`src/rtl/core/cfl_time_step_spectral_radius_defines.svh`:
```
// Assertion macros shared by the CFL time step block
`ifndef CFL_TIME_STEP_SPECTRAL_RADIUS_DEFINES_SVH
`define CFL_TIME_STEP_SPECTRAL_RADIUS_DEFINES_SVH
`ifndef ASSERT_OFF
// checked only outside reset
`define CFL_ASSERT(lbl, prop, msg) \
  lbl: assert property (@(posedge clk) disable iff (rst) prop) else $error(msg);
// checked at every edge, reset included
`define CFL_ASSERT_ALWAYS(lbl, prop, msg) \
  lbl: assert property (@(posedge clk) prop) else $error(msg);
`else
`define CFL_ASSERT(lbl, prop, msg)
`define CFL_ASSERT_ALWAYS(lbl, prop, msg)
`endif
`endif

```
`src/rtl/core/cflts_pkg.sv`:
```
// Shared codes, types and constants of the CFL time step block
package cflts_pkg;

  localparam int unsigned OP_W = 5;

  // configuration register indexes
  localparam logic [2:0] REG_CFL    = 3'd0;
  localparam logic [2:0] REG_SMOOTH = 3'd1;
  localparam logic [2:0] REG_GAMMA  = 3'd2;
  localparam logic [2:0] REG_INV_PR = 3'd3;
  localparam logic [2:0] REG_VISC   = 3'd4;

  // sequencer steps; the controller state is the step being executed
  localparam logic [OP_W-1:0] OP_IDLE = 5'd0;
  localparam logic [OP_W-1:0] OP_P1   = 5'd1;   // u * |sx|
  localparam logic [OP_W-1:0] OP_P2   = 5'd2;   // v * |sy|
  localparam logic [OP_W-1:0] OP_DOT  = 5'd3;   // signed dot, sx^2
  localparam logic [OP_W-1:0] OP_YY   = 5'd4;   // sy^2
  localparam logic [OP_W-1:0] OP_DSQ  = 5'd5;   // ds^2, start root
  localparam logic [OP_W-1:0] OP_WAIT = 5'd6;   // wait on divide/root unit
  localparam logic [OP_W-1:0] OP_CR   = 5'd7;   // c * ds
  localparam logic [OP_W-1:0] OP_SR   = 5'd8;   // convective radius
  localparam logic [OP_W-1:0] OP_VA   = 5'd9;   // k * mu
  localparam logic [OP_W-1:0] OP_VB   = 5'd10;  // a * inv_prandtl
  localparam logic [OP_W-1:0] OP_VC   = 5'd11;  // start b / rho
  localparam logic [OP_W-1:0] OP_VD   = 5'd12;  // diffusion term
  localparam logic [OP_W-1:0] OP_VQ   = 5'd13;  // dtv * q
  localparam logic [OP_W-1:0] OP_VN   = 5'd14;  // numerator, start n / area
  localparam logic [OP_W-1:0] OP_VR   = 5'd15;  // add viscous radius
  localparam logic [OP_W-1:0] OP_NUM  = 5'd16;  // cfl * area
  localparam logic [OP_W-1:0] OP_SDIV = 5'd17;  // start step divide
  localparam logic [OP_W-1:0] OP_STEP = 5'd18;  // local step
  localparam logic [OP_W-1:0] OP_GDIV = 5'd19;  // start g divide
  localparam logic [OP_W-1:0] OP_GG   = 5'd20;  // g * g
  localparam logic [OP_W-1:0] OP_GE   = 5'd21;  // e * g^2
  localparam logic [OP_W-1:0] OP_GC   = 5'd22;  // clamp coefficient
  localparam logic [OP_W-1:0] OP_FIN  = 5'd23;  // emit result

  localparam logic [30:0] MAX31 = 31'h7FFF_FFFF;

  typedef struct packed {
    logic [OP_W-1:0] op;
    logic            dir;       // 0: i direction, 1: j direction
    logic            load;      // capture an input item
    logic            ds_start;  // launch the divide/root unit
    logic            emit;      // load the output register
  } cmd_t;

  typedef struct packed {
    logic ds_busy;
    logic visc_on;
    logic smooth_on;
  } sts_t;

endpackage

```
`src/rtl/core/cflts_ctrl.sv`:
```
// Controller: step sequencer and handshake control
`include "cfl_time_step_spectral_radius_defines.svh"
module cflts_ctrl (
  input  logic            clk,
  input  logic            rst,
  input  logic            s_tvalid,
  output logic            s_tready,
  output logic            m_tvalid,
  input  logic            m_tready,
  input  cflts_pkg::sts_t sts,
  output cflts_pkg::cmd_t cmd
);

  logic [cflts_pkg::OP_W-1:0] state, state_next, ret, ret_next;
  logic                       dir, dir_next;
  logic                       out_v;
  logic                       fin_go;

  assign fin_go   = (state == cflts_pkg::OP_FIN) && (!out_v || m_tready);
  assign s_tready = (state == cflts_pkg::OP_IDLE);
  assign m_tvalid = out_v;

  // next step
  always_comb begin
    state_next = state;
    ret_next   = ret;
    dir_next   = dir;
    case (state)
      cflts_pkg::OP_IDLE: begin
        if (s_tvalid) begin
          state_next = cflts_pkg::OP_P1;
          dir_next   = 1'b0;
        end
      end
      cflts_pkg::OP_P1:  state_next = cflts_pkg::OP_P2;
      cflts_pkg::OP_P2:  state_next = cflts_pkg::OP_DOT;
      cflts_pkg::OP_DOT: state_next = cflts_pkg::OP_YY;
      cflts_pkg::OP_YY:  state_next = cflts_pkg::OP_DSQ;
      cflts_pkg::OP_DSQ: begin
        state_next = cflts_pkg::OP_WAIT;
        ret_next   = cflts_pkg::OP_CR;
      end
      cflts_pkg::OP_WAIT: begin
        if (!sts.ds_busy) begin
          state_next = ret;
        end
      end
      cflts_pkg::OP_CR: state_next = cflts_pkg::OP_SR;
      cflts_pkg::OP_SR: begin
        if (!dir) begin
          dir_next   = 1'b1;
          state_next = cflts_pkg::OP_P1;
        end else begin
          dir_next   = 1'b0;
          state_next = sts.visc_on ? cflts_pkg::OP_VA : cflts_pkg::OP_NUM;
        end
      end
      cflts_pkg::OP_VA: state_next = cflts_pkg::OP_VB;
      cflts_pkg::OP_VB: state_next = cflts_pkg::OP_VC;
      cflts_pkg::OP_VC: begin
        state_next = cflts_pkg::OP_WAIT;
        ret_next   = cflts_pkg::OP_VD;
      end
      cflts_pkg::OP_VD: state_next = cflts_pkg::OP_VQ;
      cflts_pkg::OP_VQ: state_next = cflts_pkg::OP_VN;
      cflts_pkg::OP_VN: begin
        state_next = cflts_pkg::OP_WAIT;
        ret_next   = cflts_pkg::OP_VR;
      end
      cflts_pkg::OP_VR: begin
        if (!dir) begin
          dir_next   = 1'b1;
          state_next = cflts_pkg::OP_VQ;
        end else begin
          dir_next   = 1'b0;
          state_next = cflts_pkg::OP_NUM;
        end
      end
      cflts_pkg::OP_NUM: state_next = cflts_pkg::OP_SDIV;
      cflts_pkg::OP_SDIV: begin
        state_next = cflts_pkg::OP_WAIT;
        ret_next   = cflts_pkg::OP_STEP;
      end
      cflts_pkg::OP_STEP: begin
        state_next = sts.smooth_on ? cflts_pkg::OP_GDIV : cflts_pkg::OP_FIN;
      end
      cflts_pkg::OP_GDIV: begin
        state_next = cflts_pkg::OP_WAIT;
        ret_next   = cflts_pkg::OP_GG;
      end
      cflts_pkg::OP_GG: state_next = cflts_pkg::OP_GE;
      cflts_pkg::OP_GE: state_next = cflts_pkg::OP_GC;
      cflts_pkg::OP_GC: begin
        if (!dir) begin
          dir_next   = 1'b1;
          state_next = cflts_pkg::OP_GDIV;
        end else begin
          dir_next   = 1'b0;
          state_next = cflts_pkg::OP_FIN;
        end
      end
      cflts_pkg::OP_FIN: begin
        if (fin_go) begin
          state_next = cflts_pkg::OP_IDLE;
        end
      end
      default: state_next = cflts_pkg::OP_IDLE;
    endcase
  end

  always_ff @(posedge clk) begin
    if (rst) begin
      state <= cflts_pkg::OP_IDLE;
      ret   <= cflts_pkg::OP_IDLE;
      dir   <= 1'b0;
      out_v <= 1'b0;
    end else begin
      state <= state_next;
      ret   <= ret_next;
      dir   <= dir_next;
      if (fin_go) begin
        out_v <= 1'b1;
      end else if (out_v && m_tready) begin
        out_v <= 1'b0;
      end
    end
  end

  // commands to the datapath
  always_comb begin
    cmd.op       = state;
    cmd.dir      = dir;
    cmd.load     = s_tvalid && s_tready;
    cmd.ds_start = (state inside {cflts_pkg::OP_DSQ, cflts_pkg::OP_VC, cflts_pkg::OP_VN,
                                  cflts_pkg::OP_SDIV, cflts_pkg::OP_GDIV});
    cmd.emit     = fin_go;
  end

  `CFL_ASSERT(a_start_unit_free, cmd.ds_start |-> !sts.ds_busy, "divide unit launched while busy")
  `CFL_ASSERT(a_wait_sees_busy, (state == cflts_pkg::OP_WAIT && $past(cmd.ds_start)) |-> sts.ds_busy, "unit not busy after launch")
  `CFL_ASSERT(a_accept_starts, (s_tvalid && s_tready) |=> (state == cflts_pkg::OP_P1), "item accepted but sequence not started")
  `CFL_ASSERT(a_emit_valid, cmd.emit |=> m_tvalid, "result emitted without valid")
  `CFL_ASSERT_ALWAYS(a_reset_clears, rst |=> !m_tvalid, "output valid after reset")

endmodule

```
`config.mk`:
```
export PLATFORM = sky130hd
export DESIGN_NAME = cflts_ctrl
export DESIGN_NICKNAME = d
export VERILOG_FILES = /design/src/rtl/core/cflts_pkg.sv /design/src/rtl/core/cflts_ctrl.sv
export VERILOG_INCLUDE_DIRS = /design/src /design/src/rtl/core
export SDC_FILE = /design/constraint.sdc
export NUM_CORES = 1
export LEC_CHECK = 0
export BUFFER_PORTS_ARGS = -buffer_cell sky130_fd_sc_hd__buf_2
export CORE_UTILIZATION = 50
export DETAILED_ROUTE_END_ITERATION = 8
export GPL_TIMING_DRIVEN = 0
export HOLD_SLACK_MARGIN = 0.12
export PLACE_DENSITY = 0.81
export REMOVE_ABC_BUFFERS = 1
export SYNTH_ARGS = -nofsm -noshare
export SYNTH_HDL_FRONTEND = slang
export SYNTH_SLANG_ARGS = --single-unit
```
`constraint.sdc`:
```
create_clock -name clk -period 1.7 [get_ports clk]
set_input_delay 0.085 -clock clk [delete_from_list [all_inputs] [get_ports clk]]
set_output_delay 0.085 -clock clk [all_outputs]
set_load 0.02 [all_outputs]
```
==> results of run 1 <==
==> cell type report <==
cell class	count	share of cell area
clock buffer	4	0.0323
sequential	12	0.231
multi-input combinational	102	0.600
tap	25	0.0279
inverter	4	0.0134
timing repair buffer	20	0.0959
==> state kept, by name, summed over array words and instances (netlist names) <==
signal    count
m_tvalid      1
dir           1
state         5
ret           5
==> Yosys cell counts, types with 2 or more instances <==
| library cell | number |
|---|---|
| a211oi_1 | 2 |
| a21o_1 | 2 |
| a21oi_1 | 11 |
| a221oi_1 | 3 |
| buf_2 | 8 |
| buf_4 | 5 |
| dfxtp_1 | 12 |
| inv_1 | 4 |
| nand2_1 | 7 |
| nand2b_1 | 8 |
| nand4_1 | 2 |
| nand4b_1 | 2 |
| nor2_1 | 7 |
| nor2b_1 | 5 |
| nor3_1 | 5 |
| nor4b_1 | 2 |
| o211a_1 | 2 |
| o21a_1 | 4 |
| o21ai_0 | 8 |
| o21bai_1 | 2 |
| o22a_1 | 2 |
| or3_1 | 2 |
| or3b_1 | 2 |
==> timing repair <==
item	CTS	global route
pin swaps	0	0
hold buffers	0	0
gates cloned	0	0
setup endpoints to repair	15	7
resized for setup	8	4
buffers inserted	0	3
==> power breakdown <==
group / internal, mW / switching (mW)
registers: 0.312 / 0.0888
logic: 0.168 / 0.214
clock network: 0.130 / 0.0991
==> through the flow <==
| step | worst slack, ps | hold WS [ps] |
|---|---|---|
| floorplan | -154 | 154 |
| global placement | -277 | 410 |
| detailed placement | -362 | 424 |
| CTS | 19.6 | 131 |
| global route | 16.8 | 135 |
| finish | 90.6 | 135 |
==> critical path, stage by stage, from the launching register on <==
cell and delay [ps]:
dfxtp_4 430, nand2b_2 250, o22ai_2 180, nand2b_1 100, o21ai_0 90, buf_2 190
==> kinds of logic after synthesis <==
group | after synthesis | share of synthesized area
buf+inv | 19 | 0.106
flops | 12 | 0.237
compound gates | 48 | 0.330
xor+xnor | 1 | 0.00865
simple gates | 53 | 0.318
==> final timing paths <==
kind         startpoint  endpoint  slack [ps]  cells past startpoint
max reg2reg    state[3]  state[0]         140                      4
min reg2reg      ret[4]    ret[4]         500                      2
max            state[1]    cmd[1]          90                      5
min                 rst  m_tvalid         140                      2
==> per-layer routing <==
metal,vias to the layer above,part of all wire,GRT usage
met5,-,0,0
met4,0,0.012,0.0171
met3,4,0.071,0.0577
met2,48,0.48,0.408
met1,526,0.43,0.322
li1,511,-,-
==> summary.txt, run 1 <==
Final Max Slew Viols: 0
gp weighted congestion: 0.838
Mapped Cells: 133
first-pass GRT wire length: 3.84 mm
total number of vias: 1089
clk slew on worst S/H paths: 80 ps
share of layout cells above drive strength 1: 0.239
Die Footprint: 0.00221 mm2
YS warnings: 0
DR iter-0 viols: 76
clk root buf: clkbuf_4
most area-consuming cells after synthesis: dfxtp_1, a21oi_1, nand2b_1
Final Setup Violations: 0
most common cell after layout, fill and taps aside: buf_2
largest area contributor in the netlist: dfxtp_1
Post-route DRC: 0
CTS tree: done
total CTS buffers: 3
CP Class: flip-flop to primary output
Fin Setup TNS: 0 ps
Synth Cell Area: 0.00101 mm2
Std-Cell Rows: 15
Die Y: 47.0 um
Power, Total: 1.01 mW
status: finished clean
Hold Vio Cnt, Final: 0
1st-pass router iterations: 4
IO Port Bufs: 17
WL/cell: 16.0 um
CP max FO: 25
Util after Layout: 0.623
maximum clock frequency: 621 MHz
final wirelength: 2.68 mm
CP required: 1620 ps
P&R area growth vs syn: 10.9%
Clock Latency Late Sink: 270 ps
placed instance area: 0.00104 mm2
min Tclk post-route: 1610 ps
Post-DRT Antenna Nets: 0
Max VDD drop: 571 uV
core outline area: 0.00180 mm2
Cell variety after synth: 49
Syn Area/Cell: 7.61 um2
Die Span X: 47.0 um
fin nets: 150
Rel. slew slack: 0.738
Setup crit end kind: primary output
Max-Cap Viols: 0
RSZ-0062 raised after global routing: no
register area share after synthesis: 0.237
Lkg Pwr: 0.421 nW
crit start category: flip-flop
final instance count without filler cells: 167
total track usage: 0.240
Synth Register Bits: 12
multi-input logic area: 673 um2
H-tree levels: 1
period utilisation layout: 0.947
share of the synthesized area in the top cell type: 0.237
worst hold path type: primary input to flip-flop
vias in the first global route: 864
clk buf depth: 2
largest net degree at the start of global routing: 29
top_reg_cell synth: dfxtp_1
placed cell count: 160
Clock Skews: 0.498 ps
share of synthesized flip-flops with an asynchronous set or reset: 0
grt total ovfl: 0
ANT cells: 0
vias per cell: 6.52
worst-margin pin slew: 387 ps
Worst EP arrival: 1520 ps
Pwr Density: 902 mW/mm2
Top Ports: 18
Initial Util: 0.562
dpl hpwl: 1.63 mm
CTS Sinks: 12
FF/Latch Area: 259 um2
commonest cells after routing, fill and taps aside: buf_2, a21oi_1, o21ai_0
fill count: 164
antenna violations before repair: 0
EDFF count, synth: 0
Design Area, Final: 0.00112 mm2
Power figures use the tool's default switching activity.
==> inputs of run 2 (changes only) <==
--- a/config.mk
+++ b/config.mk
@@ -11,7 +11,7 @@
 export DETAILED_ROUTE_END_ITERATION = 8
 export GPL_TIMING_DRIVEN = 0
 export HOLD_SLACK_MARGIN = 0.12
-export PLACE_DENSITY = 0.81
+export PLACE_DENSITY = 0.74
 export REMOVE_ABC_BUFFERS = 1
 export SYNTH_ARGS = -nofsm -noshare
 export SYNTH_HDL_FRONTEND = slang
==> run 2 against run 1 <==
  * Wire length decreased by 4.9%
  * Global-route usage decreased by 0.59 points
  * Clock skew increased by 4.3 ps
  * Setup slack got worse by 22 ps
  * Clock power hardly changed
  * Clock-buffer cell count unchanged
  * Sequential share of layout area shrank 0.15 points
  * Utilization is 0.42 points higher
  * Sequential cell count stayed put
  * Critical path depth unchanged
  * Die area is the same
  * Critical path type unchanged
  * Critical endpoint unchanged
  * Largest power group unchanged
==> summary.txt, run 2 (synthesis gave the netlist of run 1 again) <==
CP Class: flip-flop to primary output
Std-Cell Rows: 15 (unchanged)
Lkg Pwr: 0.423 nW (+0.58%)
Rel. slew slack: 0.722 (-0.0168)
worst hold slack: 171 ps (+35.6 ps)
fill count: 170 (+3.7%)
Sw Pwr: 0.400 mW (-0.56%)
final wirelength: 2.55 mm (-4.9%)
crit-path cells: nand2b_1 -> o22ai_2 -> nand2b_1 -> o21ai_0 -> buf_2
Clock Latency Late Sink: 280 ps (about the same)
DR iter-0 viols: 64 (-16%)
core outline area: 0.00180 mm2 (unchanged)
total track usage: 0.234 (-0.00591)
dpl hpwl: 1.60 mm (-1.9%)
CTS tree: done
antenna violations before repair: 0 (unchanged)
Crit Reg-Reg Startpoint: state[2]
Reg power frac: 0.397 (about the same)
Die Y: 47.0 um (unchanged)
IO Port Bufs: 17 (unchanged)
RSZ-0062 raised after global routing: no
met2 usage: 0.350 (-0.0583)
Util after Layout: 0.627 (+0.00417)
total number of vias: 1047 (-3.9%)
Top Registers: ret x5, state x5
most common cell after layout, fill and taps aside: buf_2
worst hold path type: primary input to flip-flop
maximum clock frequency: 613 MHz (-1.4%)
fin nets: 150 (unchanged)
Final Max Slew Viols: 0 (unchanged)
first-pass GRT wire length: 3.61 mm (-6.1%)
vias per cell: 6.27 (-3.9%)
critical path depth: 5 (unchanged)
clk slew on worst S/H paths: 80 ps (about the same)
commonest cells after routing, fill and taps aside: buf_2, a21oi_1, o21ai_0
Clock Power Share: 0.226 (about the same)
gp weighted congestion: 0.865 (+3.2%)
share of layout cells above drive strength 1: 0.232 (-0.00704)
Worst EP arrival: 1550 ps (+30 ps)
GRT met3 Usage: 0.0577 (unchanged)
Max-Cap Viols: 0 (unchanged)
Die Span X: 47.0 um (unchanged)
clk root buf: clkbuf_4
critical path's most frequent cell: nand2b_1
P_int: 0.615 mW (+0.76%)
clk buf depth: 2 (unchanged)
grt total ovfl: 0 (unchanged)
Hold Vio Cnt, Final: 0 (unchanged)
crit start category: flip-flop
most crowded layer after global routing: met2
Clock Skews: 4.83 ps (+4.34 ps)
Setup crit end kind: primary output
H-tree levels: 1 (unchanged)
Max VDD drop: 483 uV (-16%)
met1 Resource Use GR: 0.336 (+0.0147)
Initial Util: 0.562 (unchanged)
Post-DRT Antenna Nets: 0 (unchanged)
Top Ports: 18 (unchanged)
CP required: 1620 ps (about the same)
status: finished clean
CP max FO: 27 (+8.0%)
flop-to-flop setup slack: 140 ps (about the same)
Gate power share: 0.377 (about the same)
crit-path leading delay family: flip-flops
FF/Latch Area: 259 um2 (unchanged)
ANT cells: 0 (unchanged)
min Tclk post-route: 1630 ps (+22.2 ps)
CP endpoint: cmd[1]
multi-input logic area: 678 um2 (+0.74%)
period utilisation layout: 0.960 (+0.0130)
Sw Share: 0.394 (-0.00315)
Post-route DRC: 0 (unchanged)
Worst R2R End: ret[1]
Crit-path slowest cell: dfxtp_4
CTS Sinks: 12 (unchanged)
largest incremental delay on the critical path: 430 ps (about the same)
P&R area growth vs syn: 11.6%
total CTS buffers: 3 (unchanged)
worst-margin pin slew: 412 ps (+24.9 ps)
largest net degree at the start of global routing: 29 (unchanged)
Power, Total: 1.01 mW (+0.24%)
Pwr Density: 898 mW/mm2 (-0.43%)
Final Setup Violations: 0 (unchanged)
Die Footprint: 0.00221 mm2 (unchanged)
1st-pass router iterations: 4 (unchanged)
vias in the first global route: 774 (-10%)
Buf+Inv Stages, Crit Path: 1 (unchanged)
worst reg2reg path depth: 5 (+1)
WL/cell: 15.2 um (-4.9%)
crit path from: state[3]
==> run 2: changes by cell type in the layout (fill, tap and decap cells not counted), sizes merged <==
cell and change:
buf -1, dlygate4sd3 +1
==> run 2: through the flow <==
stage	area [um2]	std cells	setup TNS, ps	setup slack, ps
3_3_place_gp	1040	160	-1460	-242
5_1_grt	1130	167	0	4.50
4_1_cts	1100	165	0	16.1
2_1_floorplan	920	118	-346	-154
6_report	1130	167	0	68.4
3_5_place_dp	1040	160	-1940	-287
==> run 2: timing repair <==
item                                    in CTS  in global routing
endpoints found under the hold margin        3                  0
endpoints found under the setup margin      15                  3
hold buffers                                 1                  0
buffers inserted                             0                  2
gates resized for setup                      8                  5
==> run 2: area by class of cell <==
class,count,area share
Timing Repair Buffer,20,0.0975
Multi-Input combinational cell,102,0.600
Inverter,4,0.0133
Sequential cell,12,0.229
Clock buffer,4,0.0321
Tap cell,25,0.0277
==> run 2: tightest hold or removal path, delay by kind of cell <==
family / cells / cell delay (ps)
AND/OR/NAND/NOR: 1 / 160
AO/OA/AOI/OAI: 1 / 80
buffers and inverters: 1 / 70
==> run 2: power groups by stage <==
stage / Combinational, mW / Sequential (mW) / Clock [mW]
floorplan: 0.232 / 0.410 / 0
global placement: 0.321 / 0.418 / 0
detailed placement: 0.327 / 0.420 / 0
CTS: 0.328 / 0.422 / 0.237
global route: 0.422 / 0.410 / 0.251
finish: 0.383 / 0.403 / 0.229
==> run 2: worst min path at each step <==
stage,cells past startpoint,slack [ps],startpoint,to
5_1_grt,3,180,m_tready,m_tvalid
3_5_place_dp,2,420,rst,state[1]
2_1_floorplan,1,150,rst,dir
6_report,3,170,m_tready,m_tvalid
3_3_place_gp,2,410,rst,ret[2]
4_1_cts,3,160,m_tready,m_tvalid
==> run 2: routing by layer <==
| layer | vias to the layer above | part of all wire |
|---|---|---|
| li1 | 515 | - |
| met1 | 474 | 0.44 |
| met2 | 56 | 0.47 |
| met3 | 2 | 0.081 |
| met4 | 0 | 0.0051 |
| met5 | - | 0 |
==> inputs of run 3 (changes only) <==
--- a/config.mk
+++ b/config.mk
@@ -7,11 +7,14 @@
 export NUM_CORES = 1
 export LEC_CHECK = 0
 export BUFFER_PORTS_ARGS = -buffer_cell sky130_fd_sc_hd__buf_2
-export CORE_UTILIZATION = 50
+export CELL_PAD_IN_SITES_DETAIL_PLACEMENT = 2
+export CELL_PAD_IN_SITES_GLOBAL_PLACEMENT = 2
+export CORE_ASPECT_RATIO = 0.5
+export CORE_UTILIZATION = 31
 export DETAILED_ROUTE_END_ITERATION = 8
 export GPL_TIMING_DRIVEN = 0
 export HOLD_SLACK_MARGIN = 0.12
-export PLACE_DENSITY = 0.74
+export PLACE_DENSITY = 0.79
 export REMOVE_ABC_BUFFERS = 1
 export SYNTH_ARGS = -nofsm -noshare
 export SYNTH_HDL_FRONTEND = slang
==> run 3 against run 2 <==
  * Register-to-register slack about the same
  * Die area up 59%
  * Critical path depth down 1
  * Sequential share of layout area down 0.59 points
  * Clock skew down 0.81 ps
  * Critical path type unchanged
  * Largest cell class unchanged
==> summary.txt, run 3 (synthesis gave the netlist of run 1 again) <==
status: finished clean
Final Max Slew Viols: 0 (unchanged)
CP max FO: 15 (-44%)
crit path from: state[3]
final wirelength: 3.53 mm (+39%)
first-pass GRT wire length: 5.49 mm (+52%)
Hold Path Cell Cnt: 2 (-1)
Lkg Pwr: 0.425 nW (+0.33%)
Fin Setup TNS: 0 ps (unchanged)
Worst R2R End: dir
share of layout cells above drive strength 1: 0.241 (+0.00874)
Final Setup Violations: 0 (unchanged)
Std-Cell Rows: 14 (-1)
Clock Latency Late Sink: 250 ps (-30 ps)
# hold bufs at CTS: 0 (-1)
worst reg2reg path depth: 4 (-1)
Pwr Density: 935 mW/mm2 (+4.1%)
CP Class: flip-flop to primary output
Post-DRT Antenna Nets: 0 (unchanged)
clk buf depth: 2 (unchanged)
flop-to-flop setup slack: 140 ps (about the same)
Max-Cap Viols: 0 (unchanged)
commonest cells after routing, fill and taps aside: buf_2, a21oi_1, o21ai_0
fin nets: 150 (unchanged)
Post-route DRC: 0 (unchanged)
1st-pass router iterations: 4 (unchanged)
ANT cells: 0 (unchanged)
crit start category: flip-flop
Hold Crit Start: rst
most common cell after layout, fill and taps aside: buf_2
Hold Vio Cnt, Final: 0 (unchanged)
worst-margin pin slew: 342 ps (-69.6 ps)
Util after Layout: 0.381 (-0.247)
Setup crit end kind: primary output
IO Port Bufs: 17 (unchanged)
Rel. slew slack: 0.771 (+0.0497)
grt total ovfl: 0 (unchanged)
largest net degree at the start of global routing: 29 (unchanged)
clk slew on worst S/H paths: 60 ps (-20 ps)
Clock Skews: 4.03 ps (-0.808 ps)
DR iter-0 viols: 87 (+36%)
Top Ports: 18 (unchanged)
total number of vias: 1060 (+1.2%)
hold path endpoint: state[1]
Initial Util: 0.332 (-0.230)
Top Registers: ret x5, state x5
CP required: 1620 ps (about the same)
CTS tree: done
clk root buf: clkbuf_8
CTS Sinks: 12 (unchanged)
min Tclk post-route: 1610 ps (-17.8 ps)
total CTS buffers: 3 (unchanged)
vias per cell: 5.86 (-6.6%)
dpl hpwl: 2.13 mm (+34%)
total track usage: 0.201 (-0.0331)
WL/cell: 19.5 um (+28%)
P&R area growth vs syn: 14.6%
antenna violations before repair: 0 (unchanged)
Crit Reg-Reg Startpoint: state[4]
Die Span X: 82.8 um (+76%)
fill count: 362 (+110%)
core outline area: 0.00305 mm2 (+69%)
vias in the first global route: 1059 (+37%)
maximum clock frequency: 620 MHz (+1.1%)
Power, Total: 1.08 mW (+6.9%)
period utilisation layout: 0.949 (-0.0105)
Die Y: 42.4 um (-9.8%)
Die Footprint: 0.00351 mm2 (+59%)
worst hold slack: 205 ps (+34.3 ps)
worst hold path type: primary input to flip-flop
Max VDD drop: 291 uV (-40%)
Worst EP arrival: 1530 ps (-20 ps)
H-tree levels: 1 (unchanged)
gp weighted congestion: 0.764 (-12%)
-- run 3: changes by cell type in the layout (fill, tap and decap cells not counted), sizes merged --
cell / before / now
buf: 19 / 20
clkbuf: 4 / 3
dlygate4sd3: 1 / 0
-- run 3: worst max path at each step --
stage,to
4_1_cts,cmd[1]
2_1_floorplan,dir
6_report,cmd[0]
3_3_place_gp,state[0]
3_5_place_dp,state[4]
5_1_grt,cmd[0]
-- run 3: layer usage --
layer	vias up	share of wire	global-route usage
li1	512	-	-
met1	533	0.51	0.275
met2	15	0.47	0.333
met4	0	0	0.0310
met3	0	0.028	0.0413
met5	-	0	0
-- run 3: what timing repair did --
action,CTS,global route
setup buffers,0,3
endpoints found under the setup margin,16,6
gates resized for setup,9,4
-- run 3: final cells by class --
type	count	area, um2	share of cell area
Clock buffer	3	41.3	0.0356
Inverter	4	15.0	0.0129
Multi-Input combinational cell	102	679	0.586
Sequential cell	12	259	0.223
Tap cell	40	50.0	0.0432
Timing Repair Buffer	20	115	0.0992
-- run 3: report_power, final --
group          internal, mW  switching, mW  leakage, nW
clock network         0.157          0.115       0.0216
logic                 0.175          0.230        0.302
registers             0.312         0.0961        0.101
-- run 3: through the flow --
step / std cells / worst slack [ps] / area (um2)
finish: 181 / 86.3 / 1160
global route: 181 / -11.2 / 1160
CTS: 178 / 9.24 / 1110
detailed placement: 175 / -420 / 1050
global placement: 175 / -412 / 1050
floorplan: 118 / -154 / 920
-- run 3: worst max-delay path: stages, from the launching register on --
cell and delay, ps:
dfxtp_4 400, and2b_1 260, nand4_1 260, nor2b_1 180, buf_2 180
